$ cat config.mk
export PLATFORM = sky130hd
export DESIGN_NAME = rsa_modular_exponentiation_top
export DESIGN_NICKNAME = d
export VERILOG_FILES = /design/src/rtl/rsa_mexp_pkg.sv /design/src/rtl/rsa_mexp_mulmod.sv /design/src/rtl/rsa_modular_exponentiation_top.sv
export SDC_FILE = /design/constraint.sdc
export NUM_CORES = 1
export LEC_CHECK = 0
export BUFFER_PORTS_ARGS = -buffer_cell sky130_fd_sc_hd__buf_2
export CAP_MARGIN = 20
export CORE_AREA = 2 2 176 178
export DETAILED_ROUTE_END_ITERATION = 8
export DIE_AREA = 0 0 178 180
export HOLD_SLACK_MARGIN = 0.05
export PLACE_DENSITY = 0.87
export SLEW_MARGIN = 10
export SYNTH_ARGS = -nofsm -noshare
export SYNTH_HDL_FRONTEND = slang
export SYNTH_SLANG_ARGS = --single-unit
$ cat constraint.sdc
create_clock -name clk -period 7.4 [get_ports clk]
set_input_delay 0.37 -clock clk [delete_from_list [all_inputs] [get_ports clk]]
set_output_delay 0.37 -clock clk [all_outputs]
set_load 0.01 [all_outputs]
$ cat src/rtl/rsa_mexp_pkg.sv
`default_nettype none

package rsa_mexp_pkg;

	localparam int MOD_BITS_DEF = 32;
	localparam int VALUE_W = 32;
	localparam int EXP_W = 32;
	localparam int OP_W = 32;
	localparam int CNT_W = $clog2(OP_W);
	localparam int CFG_IDX_W = 2;
	localparam int CFG_DATA_W = 32;

	localparam logic [CFG_IDX_W-1:0] CFG_MODULUS = 2'd0;
	localparam logic [CFG_IDX_W-1:0] CFG_PUB_EXP = 2'd1;
	localparam logic [CFG_IDX_W-1:0] CFG_PRIV_EXP = 2'd2;

	localparam logic [CFG_DATA_W-1:0] MODULUS_RST = 32'd3233;
	localparam logic [CFG_DATA_W-1:0] PUB_EXP_RST = 32'd17;
	localparam logic [CFG_DATA_W-1:0] PRIV_EXP_RST = 32'd2753;

	localparam logic REQ_ENCRYPT = 1'b0;
	localparam logic REQ_DECRYPT = 1'b1;

	typedef enum logic [2:0] {
		ST_IDLE,
		ST_REDUCE,
		ST_STEP,
		ST_MUL,
		ST_SQR,
		ST_DONE
	} state_t;

endpackage

`default_nettype wire

$ cat src/rtl/rsa_mexp_mulmod.sv
`default_nettype none

// Interleaved shift-subtract modular multiplier, one bit of a per cycle.
// Requires b < m; a may be any value.
module rsa_mexp_mulmod
	import rsa_mexp_pkg::*;
#(
	parameter int MOD_BITS = MOD_BITS_DEF
) (
	input  wire                 clk,
	input  wire                 arst_n,
	input  wire                 start,
	input  wire  [OP_W-1:0]     a,
	input  wire  [MOD_BITS-1:0] b,
	input  wire  [MOD_BITS-1:0] m,
	output logic                done,
	output logic [MOD_BITS-1:0] r
);

	localparam int T_W = MOD_BITS + 2;
	localparam int S_W = MOD_BITS + 3;

	logic [OP_W-1:0]     a_q;
	logic [MOD_BITS-1:0] b_q;
	logic [MOD_BITS-1:0] r_q;
	logic [CNT_W-1:0]    cnt_q;
	logic                run_q;
	logic                done_q;

	logic [T_W-1:0]      t;
	logic [S_W-1:0]      s1;
	logic [S_W-1:0]      s2;
	logic [MOD_BITS-1:0] r_next;

	always_comb begin
		t = {1'b0, r_q, 1'b0} + (a_q[OP_W-1] ? T_W'(b_q) : T_W'(0));
		s1 = S_W'(t) - S_W'(m);
		s2 = S_W'(t) - S_W'({m, 1'b0});
		if (!s2[S_W-1]) begin
			r_next = s2[MOD_BITS-1:0];
		end else if (!s1[S_W-1]) begin
			r_next = s1[MOD_BITS-1:0];
		end else begin
			r_next = t[MOD_BITS-1:0];
		end
	end

	always_ff @(posedge clk or negedge arst_n) begin
		if (!arst_n) begin
			run_q <= 1'b0;
			done_q <= 1'b0;
			cnt_q <= '0;
		end else begin
			done_q <= run_q && (cnt_q == '0);
			if (start) begin
				run_q <= 1'b1;
				cnt_q <= CNT_W'(OP_W - 1);
			end else if (run_q) begin
				if (cnt_q == '0) begin
					run_q <= 1'b0;
				end else begin
					cnt_q <= cnt_q - 1'b1;
				end
			end
		end
	end

	always_ff @(posedge clk) begin
		if (start) begin
			a_q <= a;
			b_q <= b;
			r_q <= '0;
		end else if (run_q) begin
			a_q <= {a_q[OP_W-2:0], 1'b0};
			r_q <= r_next;
		end
	end

	assign done = done_q;
	assign r = r_q;

endmodule

`default_nettype wire

$ cat src/rtl/rsa_modular_exponentiation_top.sv
// Sequence: a rejected transaction returns its result in the cycle after it is accepted;
// otherwise the value is first reduced modulo m, then each exponent bit from the lowest up
// multiplies the accumulator by the base if set, and the base is squared while higher bits remain.
// Throughput: one transaction at a time; busy stays high through the result strobe, and the
// next transaction can be accepted in the cycle after it. The receiver cannot stall.
// Reset is asynchronous; it loads the default key registers and returns to idle.
`default_nettype none

module rsa_modular_exponentiation_top
	import rsa_mexp_pkg::*;
#(
	parameter int MOD_BITS = MOD_BITS_DEF
) (
	input  wire                   clk,
	input  wire                   arst_n,
	input  wire                   start,
	output logic                  busy,
	input  wire                   req_type,
	input  wire  [VALUE_W-1:0]    value,
	output logic                  done,
	output logic [VALUE_W-1:0]    result,
	output logic                  error,
	input  wire                   cfg_we,
	input  wire  [CFG_IDX_W-1:0]  cfg_index,
	input  wire  [CFG_DATA_W-1:0] cfg_data
);

	state_t state_q;
	state_t state_next;

	logic [CFG_DATA_W-1:0] modulus_q;
	logic [CFG_DATA_W-1:0] pub_exp_q;
	logic [CFG_DATA_W-1:0] priv_exp_q;

	logic [EXP_W-1:0]    exp_q;
	logic [MOD_BITS-1:0] base_q;
	logic [MOD_BITS-1:0] acc_q;
	logic [VALUE_W-1:0]  result_q;
	logic                error_q;

	logic [MOD_BITS-1:0] mod_used;
	logic [MOD_BITS-1:0] one_mod;
	logic                err_in;

	logic                mm_start;
	logic [OP_W-1:0]     mm_a;
	logic [MOD_BITS-1:0] mm_b;
	logic                mm_done;
	logic [MOD_BITS-1:0] mm_r;

	assign mod_used = modulus_q[MOD_BITS-1:0];
	assign one_mod = (mod_used == MOD_BITS'(1)) ? '0 : MOD_BITS'(1);
	assign err_in = (mod_used == '0) ||
		((req_type == REQ_ENCRYPT) && (value >= VALUE_W'(mod_used)));

	always_ff @(posedge clk or negedge arst_n) begin
		if (!arst_n) begin
			modulus_q <= MODULUS_RST;
			pub_exp_q <= PUB_EXP_RST;
			priv_exp_q <= PRIV_EXP_RST;
		end else if (cfg_we) begin
			case (cfg_index)
				CFG_MODULUS: begin
					modulus_q <= cfg_data;
				end
				CFG_PUB_EXP: begin
					pub_exp_q <= cfg_data;
				end
				CFG_PRIV_EXP: begin
					priv_exp_q <= cfg_data;
				end
				default: begin
				end
			endcase
		end
	end

	always_ff @(posedge clk or negedge arst_n) begin
		if (!arst_n) begin
			state_q <= ST_IDLE;
		end else begin
			state_q <= state_next;
		end
	end

	always_comb begin
		state_next = state_q;
		case (state_q)
			ST_IDLE: begin
				if (start) begin
					state_next = err_in ? ST_DONE : ST_REDUCE;
				end
			end
			ST_REDUCE: begin
				if (mm_done) begin
					state_next = ST_STEP;
				end
			end
			ST_STEP: begin
				if (exp_q == '0) begin
					state_next = ST_DONE;
				end else if (exp_q[0]) begin
					state_next = ST_MUL;
				end else begin
					state_next = ST_SQR;
				end
			end
			ST_MUL: begin
				if (mm_done) begin
					state_next = (exp_q[EXP_W-1:1] == '0) ? ST_STEP : ST_SQR;
				end
			end
			ST_SQR: begin
				if (mm_done) begin
					state_next = ST_STEP;
				end
			end
			ST_DONE: begin
				state_next = ST_IDLE;
			end
			default: begin
				state_next = ST_IDLE;
			end
		endcase
	end

	always_comb begin
		busy = (state_q != ST_IDLE);
		done = (state_q == ST_DONE);
		mm_start = 1'b0;
		mm_a = value;
		mm_b = one_mod;
		case (state_q)
			ST_IDLE: begin
				mm_start = start && !err_in;
			end
			ST_STEP: begin
				mm_start = (exp_q != '0);
				mm_a = exp_q[0] ? OP_W'(acc_q) : OP_W'(base_q);
				mm_b = base_q;
			end
			ST_MUL: begin
				mm_start = mm_done && (exp_q[EXP_W-1:1] != '0);
				mm_a = OP_W'(base_q);
				mm_b = base_q;
			end
			default: begin
			end
		endcase
	end

	always_ff @(posedge clk) begin
		case (state_q)
			ST_IDLE: begin
				if (start) begin
					exp_q <= (req_type == REQ_DECRYPT) ? priv_exp_q : pub_exp_q;
					if (err_in) begin
						result_q <= '0;
						error_q <= 1'b1;
					end
				end
			end
			ST_REDUCE: begin
				if (mm_done) begin
					base_q <= mm_r;
					acc_q <= MOD_BITS'(1);
				end
			end
			ST_STEP: begin
				if (exp_q == '0) begin
					result_q <= VALUE_W'(acc_q);
					error_q <= 1'b0;
				end
			end
			ST_MUL: begin
				if (mm_done) begin
					acc_q <= mm_r;
					if (exp_q[EXP_W-1:1] == '0) begin
						exp_q <= '0;
					end
				end
			end
			ST_SQR: begin
				if (mm_done) begin
					base_q <= mm_r;
					exp_q <= {1'b0, exp_q[EXP_W-1:1]};
				end
			end
			default: begin
			end
		endcase
	end

	rsa_mexp_mulmod #(
		.MOD_BITS(MOD_BITS)
	) u_mulmod (
		.clk(clk),
		.arst_n(arst_n),
		.start(mm_start),
		.a(mm_a),
		.b(mm_b),
		.m(mod_used),
		.done(mm_done),
		.r(mm_r)
	);

	assign result = result_q;
	assign error = error_q;

`ifndef SYNTH
	a_mm_done_in_use: assert property (@(posedge clk) disable iff (!arst_n)
		mm_done |-> (state_q == ST_REDUCE || state_q == ST_MUL || state_q == ST_SQR))
		else $error("Multiplier finished outside an arithmetic state.");

	a_accept_busy: assert property (@(posedge clk) disable iff (!arst_n)
		(start && !busy) |=> busy)
		else $error("Accepted transaction did not make the block busy.");

	a_error_zero: assert property (@(posedge clk) disable iff (!arst_n)
		(done && error) |-> (result == '0))
		else $error("Rejected transaction returned a nonzero result.");

	a_no_mm_start_busy: assert property (@(posedge clk) disable iff (!arst_n)
		mm_start |=> !mm_done)
		else $error("Multiplier reported completion right after a launch.");
`endif

endmodule

`default_nettype wire
### Word-level counts from Yosys, hierarchy flattened

Index checks and enable logic that the tools add are counted.
Widths: inputs -> output; s select.

| word-level totals | value |
|---|---|
| register bits | 331 |
| output and inout bits | 35 |
| bits of input ports | 71 |
| logic and storage cells | 109 |

| cells by class | value |
|---|---|
| reductions and logical operators | 30 |
| muxes and demuxes | 41 |
| bitwise logic cells | 1 |
| order comparisons | 1 |
| equal/unequal tests | 17 |
| add/sub/neg operators | 4 |

Operators with widths:

| cell | count |
|---|---|
| $mux 32 | 17 |
| $pmux 32 s2 | 3 |
| $pmux 32 s3 | 1 |
| $logic_not 32->1 | 2 |
| $sub 34x32->35 | 1 |
| $sub 34x33->35 | 1 |
| $add 33x34->34 | 1 |
| $eq 32x1->1 const B | 1 |
| $ge 32x32->1 | 1 |
| $reduce_bool 32->1 | 1 |
| $logic_not 31->1 | 1 |
| $reduce_bool 31->1 | 1 |
| $mux 3 | 7 |
| $mux 5 | 3 |
| $pmux 3 s4 | 1 |
| $ne 2x2->1 const B | 5 |
| $reduce_and 2->1 | 5 |
| $ne 2x1->1 const B | 4 |
| $mux 1 | 7 |
| $eq 3x2->1 const B | 2 |
| $eq 3x3->1 const B | 2 |
| $reduce_and 3->1 | 2 |
| $reduce_bool 2->1 | 3 |
| $reduce_bool 3->1 | 2 |
| other kinds (16) | 20 |

### Depth between registers and ports, before layout

| logic depth | value |
|---|---|
| word-level depth | 8 |
| mapped depth | 27 |
| gate-level depth less buffers | 25 |

### Modules after synthesis

Synthesis repeated with hierarchy kept, for this count alone.

| unflattened totals | value |
|---|---|
| cell total of the unflattened synthesis | 1922 |
| area, all modules | 19937.9 um^2 |

By module, submodules not included:

| module | area an instance (um^2) | cells each | sequential area each (um^2) | times used |
|---|---|---|---|---|
| rsa_modular_exponentiation_top | 10611.4 | 873 | 6366.1 | 1 |
| rsa_mexp_mulmod | 9326.4 | 1049 | 2737.6 | 1 |

### Least setup slack after synthesis

OpenSTA, ideal clock, no wires.

| timing | value |
|---|---|
| path kind | reg2reg |
| from | reg u_mulmod.a_q[31] |
| to | reg u_mulmod.r_q[21], in the netlist u_mulmod.r[21] |
| cell stages (with the launch flop) | 27 |
| data required time | 7267 ps |
| setup time | 133 ps |
| setup slack | 2372 ps |
| buffers on the path | 3 |
| clock period less this slack | 5028 ps |
| data arrival time | 4895 ps |
| path through | edfxtp_1 -> clkbuf_1 -> nand2_1 -> inv_1 -> ha_1 -> a211oi_2 -> o21bai_1 -> a21oi_1 -> o21bai_1 -> a21oi_1 -> o21ai_0 -> a21oi_1 -> xnor2_1 -> ha_1 -> clkbuf_1 -> o21a_1 -> o21ai_0 -> a21oi_1 -> o22a_2 -> o2111ai_2 -> o21ai_2 -> a41o_1 -> or4_4 -> buf_6 -> mux2_4 -> o22ai_2 -> nor3_1 |

| between the ends | value |
|---|---|
| longest elaborated chain between the ends | 5 |
| elaborated cells between the ends (all ways) | 6 |
| classes of those cells | add/sub: 3; mux: 3 |

RTL lines:

| element | RTL line | text |
|---|---|---|
| start: declaration | rsa_mexp_mulmod.sv:23 | `logic [OP_W-1:0] a_q;` |
| start signal: assignment | rsa_mexp_mulmod.sv:74 | `a_q <= {a_q[OP_W-2:0], 1'b0};` |
| $mux 32 (*) | rsa_mexp_mulmod.sv:36 | `t = {1'b0, r_q, 1'b0} + (a_q[OP_W-1] ? T_W'(b_q) : T_W'(0));` |
| $add 33x34->34 (*) | rsa_mexp_mulmod.sv:36 |  |
| $sub 34x32->35 | rsa_mexp_mulmod.sv:37 | `s1 = S_W'(t) - S_W'(m);` |
| $mux 32 | rsa_mexp_mulmod.sv:41 | `end else if (!s1[S_W-1]) begin` |
| $mux 32 (*) | rsa_mexp_mulmod.sv:39 | `if (!s2[S_W-1]) begin` |
| end signal: assignment | rsa_mexp_mulmod.sv:75 | `r_q <= r_next;` |
| end: declaration | rsa_mexp_mulmod.sv:25 | `logic [MOD_BITS-1:0] r_q;` |

Mark *: on every way between the ends. The rest lies on a longest branch, timed or not.
A chain may end at the register's enable or synchronous reset.

### Worst setup path in the final report

| timing | value |
|---|---|
| from | reg u_mulmod.a_q[31] |
| to | reg u_mulmod.r_q[0], in the netlist u_mulmod.r[0] |

The elaborated chain is that of the path after synthesis.

==> impl_summary.md <==
Worst setup path
The endpoint of the worst register-to-register path is u_mulmod.r[0]$_SDFFE_PP0P_. The maximum fanout encountered on the critical timing path is 39. For flop-to-flop paths, the worst setup slack is roughly 0.87 ns.

The data required time at the worst endpoint is around 7.8 ns. The worst setup path is launched from a register. The worst register-to-register path begins at u_mulmod.a_q[31]$_DFFE_PP_.

For the worst setup path, the data arrival time is around 7.0 ns. Measured in cells, the most critical reg-to-reg path has a length of 24. The category of the critical setup timing path is reg -> reg. The sort of element at the end of the critical path is a register. The startpoint of the most critical setup path is u_mulmod.a_q[31]$_DFFE_PP_. The end of the critical path is u_mulmod.r[0]$_SDFFE_PP0P_.

Global routing
The met3 layer usage reported by global route is ~5.0%. The layer carrying the most global-route usage is met2. The first-pass GRT wire length is approximately 80,000 µm. The via count of the first global-routing pass is between 10k and 15k. The total overflow left after global routing is 0. Global routing used a little under half of the available met1 tracks.

The number of antenna violations at the first check in global routing is 0. For this run, the total global-route usage over all layers was measured as 31.9%. The met2 track demand over resource is between 50 and 60%.

Entering global routing, the biggest net connects around 80 pins.

Finish
The number of fillers in the final layout is roughly 2.2k. The count of nets after finishing is around 2.1k. The number of standard cells in the final layout excluding fillers is around 2.3k. The final design area excluding fillers is between 0.02 and 0.025 mm². The area occupied by registers is between 0.009 and 0.01 mm². Summing all multi-input logic gate instances after layout gives 0.00958 mm². Compared with the post-synthesis result, the final layout area differs by 10.4%. The post-route netlist has 14.5% of its cells at a drive strength greater than 1. 0 antenna diodes ended up in the layout.

Die
The count of boundary I/O pins is roughly 110. The area of the die is around 0.032 mm². The die is 178 µm wide. Measured along the y axis, the die boundary spans 180 µm. The floorplan has between 60 and 70 rows. The area inside the core boundary is 0.0302 mm². Once the floorplan was initialized, standard cells occupied between 60% and 70% of the core.

Worst hold path
The tightest min-delay check is of the in -> reg type. The number of cells on the worst hold path is 3.

Synthesis
In the synthesized netlist the async set-or-reset flop fraction comes to between 30% and 40%. The cell area after technology mapping is just under 0.02 mm². Counting every net in the synthesized netlist gives 2,029.

A synthesized cell averages ~11 µm². Counting flops with a built-in enable in the synthesized netlist gives 193. The part of the Yosys area used for sequential elements is 47.3%. The netlist uses between 80 and 90 different library cells. The number of instances in the synthesized netlist is about 1.8k. The count of warnings emitted by yosys is 0. The count of state elements after synthesis is roughly 330. The commonest register cell after synthesis is sky130_fd_sc_hd__edfxtp_1.

STA
The final period utilization is a little under 90%. The worst setup margin is between 0.8 and 0.9 ns. For the final database, setup skew stands at roughly 0.030 ns. The tightest slew margin relative to the limit is about 45%.

The sum of negative setup slack is 0 ns. The number of slew-limit violations in the final report is 0. The number of hold-slack violations in the final timing report came to 0. Setup repair after global routing left no endpoint under its margin. Timing would allow up to ~150 MHz. The clock period minus worst slack is 6.53 ns. At the pin with the least slew margin, the transition time is 0.820 ns. Setup violations remaining at the end of the flow were counted as 0.

Routing
For this block, the initial DRC count from the detailed router was approximately 2k. After detailed routing, the total wire length is 51,100 µm. Once detail routing completed, the nets flagged for antenna violations numbered 0. The length of the first detailed-routing pass in iterations is 9.

In the final routed layout, each cell accounts on average for approximately 22 µm. In the routed design, unresolved DRC markers number 2. Across all layers, the routed design uses between 15k and 20k vias.

The via density per instance is between 6 and 7.

Flow run
The max capacitance violation total is 0.

Clock network
In this run the deepest clock path goes through 3 buffers. After clock tree synthesis, the clock-pin slew on the worst setup and hold paths is roughly 0.070 ns. The root buffer cell is sky130_fd_sc_hd__clkbuf_16.

The TritonCTS clock tree is built. The H-tree generated during clock tree synthesis spans 2 levels. The count of clock tree sinks is 331.

The number of setup buffers added after CTS is 0. The insertion delay to the later sink of the worst-skew pair is approximately 0.53 ns. Buffers inserted during clock tree synthesis total 35.

Place
Port buffering added between 100 and 150 buffers. The total half-perimeter wirelength after legalization and detailed placement is 36,500 µm. Summing all placed instances gives a cell area of 0.0201 mm². The number of placed instances, taps included is approximately 2.3k.

Timing analysis after detailed placement gives a worst setup slack of about 1.1 ns. The last weighted congestion value of the routability-driven placer is between 0.9 and 1.

Outcome
The run finished, with violations left. The checks that failed: DRC.
[worst min path at each step]
stage | start | endpoint | slack, ns
after floorplan | arst_n | mod_used[12]$_DFFE_PN0P_ | 0.07
after global routing | cfg_data[6] | mod_used[6]$_DFFE_PN0P_ | 0.11
after global placement | arst_n | priv_exp_q[29]$_DFFE_PN0P_ | 0.40
after detailed placement | arst_n | priv_exp_q[29]$_DFFE_PN0P_ | 0.41
final | cfg_data[6] | mod_used[6]$_DFFE_PN0P_ | 0.1
after CTS | cfg_data[8] | mod_used[8]$_DFFE_PN0P_ | 0.09
[sequential cells by signal, indices dropped and copies added, names as in the netlist, 5 cells and up]
signal,cells
priv_exp_q,32
u_mulmod.cnt_q,5
acc_q,32
u_mulmod.b_q,32
u_mulmod.r,32
pub_exp_q,32
u_mulmod.a_q,32
mod_used,32
base_q,32
result,32
exp_q,32
[cells in the mapped netlist, types with 4 or more instances]
cell	n	share of area, %
sky130_fd_sc_hd__a211o_1	7	0.32
sky130_fd_sc_hd__a211oi_1	16	0.62
sky130_fd_sc_hd__a21boi_0	6	0.23
sky130_fd_sc_hd__a21o_1	48	1.9
sky130_fd_sc_hd__a21oi_1	121	3.1
sky130_fd_sc_hd__a222oi_1	19	0.99
sky130_fd_sc_hd__a22oi_1	33	1.3
sky130_fd_sc_hd__a31oi_1	18	0.58
sky130_fd_sc_hd__and2_1	68	2.2
sky130_fd_sc_hd__and3_1	66	2.1
sky130_fd_sc_hd__and4_1	5	0.23
sky130_fd_sc_hd__clkbuf_1	74	1.4
sky130_fd_sc_hd__dfrtp_1	94	12
sky130_fd_sc_hd__dfstp_2	12	1.6
sky130_fd_sc_hd__dfxtp_1	32	3.3
sky130_fd_sc_hd__edfxtp_1	193	30
sky130_fd_sc_hd__ha_1	129	8.4
sky130_fd_sc_hd__inv_1	73	1.4
sky130_fd_sc_hd__mux2_2	67	3.9
sky130_fd_sc_hd__mux2i_1	55	2.9
sky130_fd_sc_hd__nand2_1	126	2.5
sky130_fd_sc_hd__nand2b_1	25	0.81
sky130_fd_sc_hd__nand3_1	16	0.42
sky130_fd_sc_hd__nand3b_1	4	0.16
sky130_fd_sc_hd__nand4_1	16	0.52
sky130_fd_sc_hd__nor2_1	102	2.0
sky130_fd_sc_hd__nor2b_1	12	0.39
sky130_fd_sc_hd__nor3_1	19	0.49
sky130_fd_sc_hd__nor4_1	17	0.55
sky130_fd_sc_hd__o211ai_1	10	0.39
sky130_fd_sc_hd__o21a_1	11	0.43
sky130_fd_sc_hd__o21ai_0	149	3.9
sky130_fd_sc_hd__o21bai_1	13	0.51
sky130_fd_sc_hd__or3_1	5	0.16
sky130_fd_sc_hd__xnor2_1	59	2.7
sky130_fd_sc_hd__xor2_1	25	1.1
[layout make-up]
type	instances	area share [%]
clock inverters	11	0.453
flip-flops and latches	331	42.8
multi-input cells	1339	45.1
repair buffers	127	3.31
clock buffers	52	4.71
well taps	396	2.33
inverters	73	1.29
[cells in the final DEF, fill, tap and decap left out, types with 68 or more instances in the layout]
master / count
sky130_fd_sc_hd__nand2_1: 126
sky130_fd_sc_hd__o21ai_0: 149
sky130_fd_sc_hd__edfxtp_1: 193
sky130_fd_sc_hd__buf_2: 104
sky130_fd_sc_hd__nor2_1: 101
sky130_fd_sc_hd__ha_1: 129
sky130_fd_sc_hd__dfrtp_1: 93
sky130_fd_sc_hd__and2_1: 68
sky130_fd_sc_hd__inv_1: 73
sky130_fd_sc_hd__a21oi_1: 120
[routing by layer]
| metal | share of wire (%) | vias up |
|---|---|---|
| li1 | - | 6966 |
| met1 | 41 | 7366 |
| met2 | 46 | 927 |
| met3 | 11 | 86 |
| met4 | 2.1 | 0 |
| met5 | 0 | - |
[cells by family after synthesis]
logic type | Yosys count | share of synthesized area [%]
and+or+nand+nor | 494 | 13.2
muxes | 123 | 6.86
xor gates and xnor gates | 84 | 3.82
AOI/OAI and AO/OA | 506 | 17.0
buffers and inverters | 156 | 3.16
adders and majority gates | 132 | 8.69
DFF | 331 | 47.3
[metrics by stage]
step                      util, %  hold slack [ns]
after floorplan                 -           0.0744
after global placement       66.7            0.401
after detailed placement     66.7            0.411
after CTS                    70.3           0.0878
after global routing         70.4            0.110
final                        70.4           0.0958
[worst max-delay path, stage by stage, from the launching register on]
cell                       delay, ns
sky130_fd_sc_hd__edfxtp_1       0.88
sky130_fd_sc_hd__and2_1         0.25
sky130_fd_sc_hd__ha_1           0.21
sky130_fd_sc_hd__inv_1          0.07
sky130_fd_sc_hd__fa_1           0.39
sky130_fd_sc_hd__nand2b_1       0.18
sky130_fd_sc_hd__a21oi_1        0.22
sky130_fd_sc_hd__o21ai_1        0.16
sky130_fd_sc_hd__and3b_1        0.23
sky130_fd_sc_hd__o21ai_0        0.30
sky130_fd_sc_hd__a21o_1         0.16
sky130_fd_sc_hd__a21oi_1        0.07
sky130_fd_sc_hd__xnor2_1        0.36
sky130_fd_sc_hd__ha_1           0.37
sky130_fd_sc_hd__a21oi_1        0.24
sky130_fd_sc_hd__o21ai_0        0.13
sky130_fd_sc_hd__o211ai_1       0.12
sky130_fd_sc_hd__a21oi_1        0.11
sky130_fd_sc_hd__nor2_1         0.15
sky130_fd_sc_hd__o21ai_2        0.11
sky130_fd_sc_hd__a41o_1         0.25
sky130_fd_sc_hd__or4_4          0.70
sky130_fd_sc_hd__nand2_1        0.19
sky130_fd_sc_hd__mux2_2         0.35
sky130_fd_sc_hd__a211oi_1       0.22
[what timing repair did]
item	4_1_cts	5_1_grt
gates resized for setup	0	0
hold buffers	1	0
endpoints found under the hold margin	39	0
Power is not shown: default switching activity piles up to over one toggle a cycle in this logic, so the estimate is an artifact.
